[src/rtl/sdlu_pkg.sv]
// ----------------------------------------------------------------------------
// sdlu_pkg: shared constants and types of the shuffled dual LCG source
// Moduli, multipliers, folding factors and the sequencer state type.
// ----------------------------------------------------------------------------
package sdlu_pkg;

    localparam int SAMPLE_W = 31;
    localparam int DEF_TABLE_DEPTH = 32;

    localparam logic [30:0] MOD1 = 31'd2147483563;
    localparam logic [30:0] MOD2 = 31'd2147483399;
    localparam logic [30:0] TOP1 = 31'd2147483562;
    localparam logic [15:0] MUL1 = 16'd40014;
    localparam logic [15:0] MUL2 = 16'd40692;

    // 2^31 reduced by each modulus, used to fold the high product bits.
    localparam logic [7:0] FOLD1 = 8'd85;
    localparam logic [7:0] FOLD2 = 8'd249;

    localparam logic [30:0] SEED2_RESET = 31'd123456789;

    typedef enum logic [2:0] {
        ST_IDLE,
        ST_SEED,
        ST_MUL,
        ST_FOLD,
        ST_RED,
        ST_DIV,
        ST_READ,
        ST_OUT
    } t_state;

    typedef enum logic [1:0] {
        PH_WARM,
        PH_GEN1,
        PH_GEN2
    } t_phase;

endpackage

[src/rtl/shuffled_dual_lcg_uniform_core.sv]
// ----------------------------------------------------------------------------
// shuffled_dual_lcg_uniform_core: combined LCG source with shuffle table
// Two multiplicative congruential generators share one multiply and fold
// unit; the first passes through a TABLE_DEPTH-entry table, less the second.
// ----------------------------------------------------------------------------
//  Channel   Signals                                  Direction
//  input     i_in_valid, o_in_stall, i_reseed         item in
//  output    o_out_valid, i_out_stall, o_sample       item out
//  config    i_cfg_we, i_cfg_wdata                    seed write
//
// A draw is registered at the output after two modular multiplications on the
// shared unit (multiply, fold, reduce each), the slot (reciprocal estimate, one
// correction), a table read and the write-back.
// A reseed adds a seed load and TABLE_DEPTH + 8 warm-up steps on the shared unit.
// Reset is synchronous; the first item after reset always reseeds.
// The input is stalled while an item is in work; a held result delays only
// the write-back of the next item.
module shuffled_dual_lcg_uniform_core #(
    parameter int TABLE_DEPTH = sdlu_pkg::DEF_TABLE_DEPTH
) (
    input  logic        i_clk,
    input  logic        i_rst_n,
    input  logic        i_in_valid,
    output logic        o_in_stall,
    input  logic        i_reseed,
    output logic        o_out_valid,
    input  logic        i_out_stall,
    output logic [30:0] o_sample,
    input  logic        i_cfg_we,
    input  logic [30:0] i_cfg_wdata
);

    localparam int SW = $clog2(TABLE_DEPTH);
    localparam int WARMUP = TABLE_DEPTH + 8;
    localparam int CW = $clog2(WARMUP);
    localparam int RECIP_SHIFT = 40;
    localparam logic [30:0] SLOT_DIV = 31'(1 + 2147483562 / TABLE_DEPTH);
    localparam logic [15:0] SLOT_RECIP = 16'((64'd1 << RECIP_SHIFT) / {33'd0, SLOT_DIV});

    sdlu_pkg::t_state r_state, n_state;
    sdlu_pkg::t_phase r_phase;

    logic [30:0] r_seed;
    logic [30:0] r_gen1;
    logic [30:0] r_gen2;
    logic [30:0] r_last;
    logic        r_seeded;
    logic [CW-1:0] r_cnt;
    logic [46:0] r_prod;
    logic [31:0] r_fold;
    logic [SW-1:0] r_quot;
    logic        r_div_step;
    logic [30:0] r_rdata;
    logic        r_out_valid;
    logic [30:0] r_sample;

    logic [30:0] mem [TABLE_DEPTH];

    logic [30:0] op_x;
    logic [15:0] op_a;
    logic [7:0]  op_k;
    logic [30:0] op_m;
    logic [46:0] mul_out;
    logic [31:0] fold_out;
    logic [30:0] red_out;
    logic [30:0] seed_red;
    logic [30:0] seed_val;
    logic [46:0] est_prod;
    logic [SW:0] quot_inc;
    logic [SW+30:0] fix_prod;
    logic        fix_up;
    logic [SW-1:0] slot;
    logic [30:0] sample_val;
    logic        out_load;
    logic        mem_we;
    logic [SW-1:0] mem_waddr;
    logic [30:0] mem_wdata;
    logic        warm_wr;

    assign op_x = (r_phase == sdlu_pkg::PH_GEN2) ? r_gen2 : r_gen1;
    assign op_a = (r_phase == sdlu_pkg::PH_GEN2) ? sdlu_pkg::MUL2 : sdlu_pkg::MUL1;
    assign op_k = (r_phase == sdlu_pkg::PH_GEN2) ? sdlu_pkg::FOLD2 : sdlu_pkg::FOLD1;
    assign op_m = (r_phase == sdlu_pkg::PH_GEN2) ? sdlu_pkg::MOD2 : sdlu_pkg::MOD1;

    assign mul_out  = {16'd0, op_x} * {31'd0, op_a};
    assign fold_out = {1'b0, r_prod[30:0]} + ({16'd0, r_prod[46:31]} * {24'd0, op_k});
    assign red_out  = (r_fold >= {1'b0, op_m}) ? 31'(r_fold - {1'b0, op_m}) : r_fold[30:0];

    assign seed_red = (r_seed >= sdlu_pkg::MOD1) ? r_seed - sdlu_pkg::MOD1 : r_seed;
    assign seed_val = (seed_red == 31'd0) ? 31'd1 : seed_red;

    // The reciprocal estimate is the true slot or one below it.
    assign est_prod = {16'd0, r_last} * {31'd0, SLOT_RECIP};
    assign quot_inc = {1'b0, r_quot} + (SW + 1)'(1);
    assign fix_prod = {30'd0, quot_inc} * {{SW{1'b0}}, SLOT_DIV};
    assign fix_up   = ({{SW{1'b0}}, r_last} >= fix_prod);

    assign slot = ({1'b0, r_quot} >= (SW + 1)'(TABLE_DEPTH)) ? SW'(TABLE_DEPTH - 1) : r_quot;

    assign sample_val = (r_rdata > r_gen2) ? r_rdata - r_gen2
                                           : 31'(({1'b0, r_rdata} + {1'b0, sdlu_pkg::TOP1})
                                                 - {1'b0, r_gen2});

    assign warm_wr = ({1'b0, r_cnt} < (CW + 1)'(TABLE_DEPTH));

    always_comb begin
        n_state   = r_state;
        out_load  = 1'b0;
        mem_we    = 1'b0;
        mem_waddr = slot;
        mem_wdata = r_gen1;
        unique case (r_state)
            sdlu_pkg::ST_IDLE: begin
                if (i_in_valid) begin
                    n_state = (i_reseed || !r_seeded) ? sdlu_pkg::ST_SEED : sdlu_pkg::ST_MUL;
                end
            end
            sdlu_pkg::ST_SEED: begin
                n_state = sdlu_pkg::ST_MUL;
            end
            sdlu_pkg::ST_MUL: begin
                n_state = sdlu_pkg::ST_FOLD;
            end
            sdlu_pkg::ST_FOLD: begin
                n_state = sdlu_pkg::ST_RED;
            end
            sdlu_pkg::ST_RED: begin
                n_state = (r_phase == sdlu_pkg::PH_GEN2) ? sdlu_pkg::ST_DIV : sdlu_pkg::ST_MUL;
                if (r_phase == sdlu_pkg::PH_WARM && warm_wr) begin
                    mem_we    = 1'b1;
                    mem_waddr = r_cnt[SW-1:0];
                    mem_wdata = red_out;
                end
            end
            sdlu_pkg::ST_DIV: begin
                if (r_div_step) begin
                    n_state = sdlu_pkg::ST_READ;
                end
            end
            sdlu_pkg::ST_READ: begin
                n_state = sdlu_pkg::ST_OUT;
            end
            sdlu_pkg::ST_OUT: begin
                if (!r_out_valid || !i_out_stall) begin
                    out_load = 1'b1;
                    mem_we   = 1'b1;
                    n_state  = sdlu_pkg::ST_IDLE;
                end
            end
            default: begin
                n_state = sdlu_pkg::ST_IDLE;
            end
        endcase
    end

    always_ff @(posedge i_clk) begin
        if (!i_rst_n) begin
            r_state <= sdlu_pkg::ST_IDLE;
        end else begin
            r_state <= n_state;
        end
    end

    always_ff @(posedge i_clk) begin
        if (!i_rst_n) begin
            r_seed      <= 31'd1;
            r_seeded    <= 1'b0;
            r_out_valid <= 1'b0;
            r_phase     <= sdlu_pkg::PH_GEN1;
            r_gen1      <= 31'd0;
            r_gen2      <= sdlu_pkg::SEED2_RESET;
            r_last      <= 31'd0;
        end else begin
            if (i_cfg_we) begin
                r_seed <= i_cfg_wdata;
            end
            if (out_load) begin
                r_out_valid <= 1'b1;
            end else if (!i_out_stall) begin
                r_out_valid <= 1'b0;
            end
            unique case (r_state)
                sdlu_pkg::ST_IDLE: begin
                    r_phase <= sdlu_pkg::PH_GEN1;
                end
                sdlu_pkg::ST_SEED: begin
                    r_gen1  <= seed_val;
                    r_gen2  <= seed_val;
                    r_cnt   <= CW'(WARMUP - 1);
                    r_phase <= sdlu_pkg::PH_WARM;
                end
                sdlu_pkg::ST_MUL: begin
                    r_prod <= mul_out;
                end
                sdlu_pkg::ST_FOLD: begin
                    r_fold <= fold_out;
                end
                sdlu_pkg::ST_RED: begin
                    unique case (r_phase)
                        sdlu_pkg::PH_WARM: begin
                            r_gen1 <= red_out;
                            if (r_cnt == '0) begin
                                r_last   <= red_out;
                                r_seeded <= 1'b1;
                                r_phase  <= sdlu_pkg::PH_GEN1;
                            end else begin
                                r_cnt <= r_cnt - 1'b1;
                            end
                        end
                        sdlu_pkg::PH_GEN1: begin
                            r_gen1  <= red_out;
                            r_phase <= sdlu_pkg::PH_GEN2;
                        end
                        sdlu_pkg::PH_GEN2: begin
                            r_gen2     <= red_out;
                            r_div_step <= 1'b0;
                        end
                        default: begin
                            r_phase <= sdlu_pkg::PH_GEN1;
                        end
                    endcase
                end
                sdlu_pkg::ST_DIV: begin
                    if (!r_div_step) begin
                        r_quot     <= est_prod[RECIP_SHIFT +: SW];
                        r_div_step <= 1'b1;
                    end else if (fix_up) begin
                        r_quot <= r_quot + 1'b1;
                    end
                end
                sdlu_pkg::ST_READ: begin
                    r_phase <= sdlu_pkg::PH_GEN1;
                end
                sdlu_pkg::ST_OUT: begin
                    if (out_load) begin
                        r_last <= sample_val;
                    end
                end
                default: begin
                    r_phase <= sdlu_pkg::PH_GEN1;
                end
            endcase
        end
    end

    always_ff @(posedge i_clk) begin
        if (out_load) begin
            r_sample <= sample_val;
        end
    end

    always_ff @(posedge i_clk) begin
        if (mem_we) begin
            mem[mem_waddr] <= mem_wdata;
        end
        r_rdata <= mem[slot];
    end

    assign o_in_stall  = (r_state != sdlu_pkg::ST_IDLE);
    assign o_out_valid = r_out_valid;
    assign o_sample    = r_sample;

endmodule

[config.mk]
export PLATFORM = sky130hd
export DESIGN_NAME = shuffled_dual_lcg_uniform_core
export DESIGN_NICKNAME = d
export VERILOG_FILES = /design/src/rtl/sdlu_pkg.sv /design/src/rtl/shuffled_dual_lcg_uniform_core.sv
export SDC_FILE = /design/constraint.sdc
export NUM_CORES = 2
export LEC_CHECK = 0
export ABC_AREA = 0
export BUFFER_PORTS_ARGS = -buffer_cell sky130_fd_sc_hd__buf_4
export CAP_MARGIN = 30
export CORE_ASPECT_RATIO = 0.7
export CORE_MARGIN = 2
export CORE_UTILIZATION = 40
export DETAILED_ROUTE_END_ITERATION = 8
export GPL_ROUTABILITY_DRIVEN = 1
export GPL_TIMING_DRIVEN = 0
export HOLD_SLACK_MARGIN = 0.02
export PLACE_DENSITY_LB_ADDON = 0.3
export SETUP_SLACK_MARGIN = 0.2
export SKIP_CTS_REPAIR_TIMING = 1
export SYNTH_ARGS = -nofsm -noshare
export SYNTH_HDL_FRONTEND = slang
export SYNTH_SLANG_ARGS = --single-unit
[constraint.sdc]
create_clock -name i_clk -period 15.19 [get_ports i_clk]
set_input_delay 2.2785 -clock i_clk [delete_from_list [all_inputs] [get_ports i_clk]]
set_output_delay 2.2785 -clock i_clk [all_outputs]
set_load 0.05 [all_outputs]
* Word level (Yosys, flattened, before mapping)
Memories as Yosys holds them, arrays and structs flattened. A register that Yosys moved wholly into a read port is not among the register bits.
Index checks and enable logic that the tools add are counted.
** Storage, ports and cells
- Flip-flop bits (word level) :: 253
- Memory bits (writable) :: 992
- Bits of input ports :: 37
- Output and inout bits :: 33
- Logic and storage cells :: 126
- Memories :: 1
** Memories
- mem :: words 32, width 31, read ports 1, clocked after Yosys merged registers in 1, wr ports 1, line shuffled_dual_lcg_uniform_core.sv:57 : logic [30:0] mem [TABLE_DEPTH];
** Operators by class
- Add/subtract/negate cells :: 9
- Multipliers :: 3
- $lt $le $gt $ge :: 5
- Eq/ne operators :: 22
- Mux-type cells :: 44
- Reduce and logical (&&, ||, !) cells :: 28
** Operators with widths (number)
- $mux W31 :: 12
- $pmux W31 S2 :: 3
- $sub A31 B31 Y31 :: 3
- $mul A31 B16 Y47 :: 1
- $add A31 B24 Y32 :: 1
- $ge A31 B32 Y1 :: 1
- $ge A32 B31 Y1 :: 1
- $add A31 B31 Y31 const B :: 1
- $ge A31 B31 Y1 const B :: 1
- $gt A31 B31 Y1 :: 1
- $logic_not A31 Y1 :: 1
- $mul A6 B25 Y31 const B :: 1
- $sub A31 B31 Y31 const B :: 1
- $mul A16 B8 Y24 :: 1
- $pmux W3 S8 :: 1
- $mux W5 :: 4
- $ne A2 B2 Y1 const B :: 10
- $mux W8 :: 2
- $reduce_and A3 Y1 :: 5
- $eq A3 B3 Y1 const B :: 4
- $mux W3 :: 4
- $mux W6 :: 2
- $pmux W2 S3 :: 2
- $pmux W6 S2 :: 1
- 25 further kinds :: 47

* Longest topological paths before layout
- Depth in word-level cells :: 7
- Mapped depth :: 30
- Depth with buffers taken out :: 27

* Worst setup path after synthesis
OpenSTA, ideal clock, no wires.
- Path type :: in2reg
- From :: in i_rst_n
- To :: reg r_prod[10], enable pin
- Setup time :: 580 ps
- Arrival time :: 7753 ps
- Data required time :: 14610 ps
- Setup slack :: 6856 ps
- Stages :: 5
- Path buffers :: 3
- Path through :: clkbuf_1 > inv_1 > clkbuf_1 > clkbuf_1 > nor4b_1
** Between the ends
- Word-level cells in the longest chain between the ends :: 1
** RTL lines
- start: declaration :: line shuffled_dual_lcg_uniform_core.sv:22 : input logic i_rst_n,
- $reduce_and A2 Y1 (no line)
- end signal: assignment :: line shuffled_dual_lcg_uniform_core.sv:193 : r_prod <= mul_out;
- end: declaration :: line shuffled_dual_lcg_uniform_core.sv:49 : logic [46:0] r_prod;
No other way between the ends.
A chain may end at the register's enable or synchronous reset.

* Final worst setup path
- From :: reg r_phase[1]
- To :: reg r_prod[43] (data pin)
** Between the ends
- Word-level cells in the longest chain between the ends :: 3
- Elaborated cells between the ends (all ways) :: 4
- Classes of those cells :: mul: 1; eq/ne: 1; mux: 2
** RTL lines
- start: declaration :: line shuffled_dual_lcg_uniform_core.sv:41 : sdlu_pkg::t_phase r_phase;
- start signal: assignment :: line shuffled_dual_lcg_uniform_core.sv:169 : r_phase <= sdlu_pkg::PH_GEN1;
- start signal: assignment :: line shuffled_dual_lcg_uniform_core.sv:184 : r_phase <= sdlu_pkg::PH_GEN1;
- start signal: assignment :: line shuffled_dual_lcg_uniform_core.sv:190 : r_phase <= sdlu_pkg::PH_WARM;
- $eq A2 B2 Y1 * :: line shuffled_dual_lcg_uniform_core.sv:80, shuffled_dual_lcg_uniform_core.sv:81
- $mux W31 or $mux W10 (tied branches) :: line shuffled_dual_lcg_uniform_core.sv:80, shuffled_dual_lcg_uniform_core.sv:81
- $mul A31 B16 Y47 * :: line shuffled_dual_lcg_uniform_core.sv:85 : assign mul_out = {16'd0, op_x} * {31'd0, op_a};
- named net mul_out[43] :: line shuffled_dual_lcg_uniform_core.sv:63 : logic [46:0] mul_out;
The timed path passes the listed nets; every way through them passes the cells marked *.

==> impl_metrics.env <==
export IMPL_die_x_um=506.0
export IMPL_clk_pin_slew_ps=60
export IMPL_setup_worst_path_start_class="flip-flop"
export IMPL_place_area_sq_um=76240
export IMPL_power_density_nw_per_um2=187.2
export IMPL_synthArstFlopShare_pct=0
export IMPL_stdcell_area_sq_um=80690
export IMPL_routed_wl_mm=214.3
export IMPL_crit_type="reg -> reg"
export IMPL_fin_crit_ps=9839
export IMPL_ant_nets=0
export IMPL_leakage_nw=31.43
export IMPL_final_hold_violation_count=0
export IMPL_crit_family="adder cells"
export IMPL_gp_congestion=0.9912
export IMPL_crit_top_cell="fa_1"
export IMPL_slew_violations=0
export IMPL_timing_final_crit_share_pct=64.77
export IMPL_max_stage_delay_ps=840
export IMPL_wl_per_cell_um=27.43
export IMPL_seq_area_frac_synth_pct=51.95
export IMPL_track_usage_pct=23.89
export IMPL_diodes=0
export IMPL_synth_cells=5030
export IMPL_cts_root_buf="clkbuf_16"
export IMPL_port_buffers=67
export IMPL_cpMaxStageDelayCell="buf_1"
export IMPL_design_die_area_sq_um=179900
export IMPL_mostFrequentLayoutCells="edfxtp_1 (1,113), inv_1 (677), fa_1 (398)"
export IMPL_tightest_slew_ps=1209
export IMPL_cts_sinks=1275
export IMPL_dp_final_hpwl_mm=165.9
export IMPL_dieHeight_um=355.4
export IMPL_synth_warnings=0
export IMPL_drt_initial_drc_count=5365
export IMPL_worstPathArrival_ps=10320
export IMPL_max_cap_violations=0
export IMPL_endpoint_kind="flip-flop"
export IMPL_timing_fmax_ghz=0.1016
export IMPL_maxSlewHeadroom_pct=18.75
export IMPL_num_rows=128
export IMPL_dr_pass1_iters=6
export IMPL_io_pins=70
export IMPL_final_nets=6197
export IMPL_setup_tns_ps=0
export IMPL_antenna_found_initial=9
export IMPL_drc=0
export IMPL_synth_avg_cell_area_sq_um=14.03
export IMPL_vias=44130
export IMPL_grt_max_degree=33
export IMPL_cts_tree="done"
export IMPL_synth_edf_count=1113
export IMPL_yosysUniqueCellTypes=89
export IMPL_cp_num_buf_inv=7
export IMPL_rsz0062_at_grt="false"
export IMPL_finClkSkew_ps=54.11
export IMPL_outcome="finished, final reports clean"
export IMPL_setup_viol=0
export IMPL_synth_flop_cell="edfxtp_1"
export IMPL_hold_class="reg -> reg"
export IMPL_syn_area_sq_um=70570
export IMPL_critical_path_max_fanout=10
export IMPL_clock_latency_ps=810
export IMPL_grt_overflow=0
export IMPL_htree_num_levels=4
export IMPL_grt_pass1_vias=43240
export IMPL_cp_required_ps=15670
export IMPL_area_growth_pct=14.34
export IMPL_start_util_pct=40.43
export IMPL_drive_gt1_share_pct=15.83
export IMPL_cts_buffers=130
export IMPL_peakVddDrop_v=0.0002288
export IMPL_mappedNetlistNets=5862
export IMPL_grt_pass1_wl_mm=308.6
export IMPL_via_per_inst=5.649
export IMPL_ys_ff_latch=1275
export IMPL_coreArea_sq_um=174600
export IMPL_clockBufferDepth=3
export IMPL_final_common_cell="edfxtp_1"
==> flip-flops by register name (all words and copies together) (netlist names) <==
register	flops
r_gen2	31
r_cnt	6
r_rdata	31
o_sample	31
r_seeded	1
r_div_step	1
r_quot	5
r_gen1	31
r_phase	2
r_fold	32
r_seed	31
r_last	31
r_prod	46
r_state	3
mem	992
o_out_valid	1
==> final cells by class <==
cell class              count  area [sq um]
plain buffers             177         691.9
well taps                2340          2928
clock inverters            78         909.6
flip-flops and latches   1275         36670
fillers                 15410         93880
multi-input cells        2900         31050
clock buffers             161          3441
inverters                 678          2545
repair buffers            203          2456
==> routing by layer <==
metal / GRT usage (%) / routed length [um] / up-vias
li1: - / - / 18910
met2: 32.60 / 86650 / 2106
met3: 6.353 / 23970 / 233
met5: 0 / 0 / -
met1: 37.74 / 99800 / 22890
met4: 4.979 / 3834 / 0
==> path summary, 6_finish.rpt <==
kind | start | endpoint | slack [ps] | cells past startpoint
min | r_last[1] | r_last[1] | 460 | 2
max reg2reg | r_phase[1] | r_prod[43] | 5350 | 26
max | r_phase[1] | r_prod[43] | 5350 | 26
min reg2reg | r_last[1] | r_last[1] | 460 | 2
==> Yosys cell counts (61+ instances only) <==
| master | instances | share of area, % |
|---|---|---|
| edfxtp_1 | 1113 | 47 |
| a21o_1 | 62 | 0.66 |
| inv_1 | 678 | 3.6 |
| nand2_1 | 197 | 1.0 |
| xnor2_1 | 91 | 1.1 |
| xor2_1 | 63 | 0.78 |
| nor2_1 | 321 | 1.7 |
| o21ai_0 | 132 | 0.94 |
| nand3_1 | 61 | 0.43 |
| fa_1 | 398 | 11 |
| clkbuf_1 | 136 | 0.72 |
| mux4_2 | 310 | 9.9 |
| dfxtp_1 | 162 | 4.6 |
| a21oi_1 | 248 | 1.8 |
| ha_1 | 397 | 7.0 |
==> worst reg2reg max path, cell delays in order, from the launching register on <==
cell	delay, ps
dfxtp_1	300
clkbuf_1	190
nand2b_1	420
clkbuf_1	740
clkbuf_1	480
buf_1	840
nand2_1	310
fa_1	620
inv_1	60
fa_1	520
inv_1	50
fa_1	470
fa_1	520
fa_1	540
inv_1	70
fa_1	450
ha_1	480
o2111ai_1	230
nor3_1	350
a211oi_1	170
a21oi_1	300
nor2_1	100
o31ai_1	440
o41ai_1	180
o211ai_1	310
mux2i_1	220
o2111ai_1	170
==> cell families (layout without fill, tap and decap cells) <==
group | count (synthesis) | after routing | synth area share (%)
compound gates | 703 | 703 | 6.349
xor+xnor | 154 | 154 | 1.911
fa+ha+maj | 795 | 795 | 18.33
buf+inv | 855 | 1297 | 4.585
flops | 1275 | 1275 | 51.95
mux | 402 | 402 | 11.28
other cells | 1 | 1 | 0.005314
simple gates | 845 | 845 | 5.588
==> metrics by stage <==
step	utilization, %	std cells	hold slack (ps)	total power (W)	worst slack [ps]
global placement	42.39	7437	443.1	0.01164	3545
CTS	46.17	7803	464.0	0.01508	5603
floorplan	-	5030	431.9	0.009499	6856
detailed placement	43.68	7564	455.5	0.01178	5698
global route	46.22	7812	473.8	0.01622	5040
finish	46.22	7812	459.3	0.01510	5351
==> power by group <==
part           leakage, nW  total (W)  internal (W)  switching [W]
registers             11.5    0.00456       0.00438       0.000181
clock network         2.09    0.00326       0.00179        0.00148
logic                 17.8    0.00728       0.00270        0.00458
total                 31.4     0.0151       0.00886        0.00624
(Power assumes the default switching activity.)
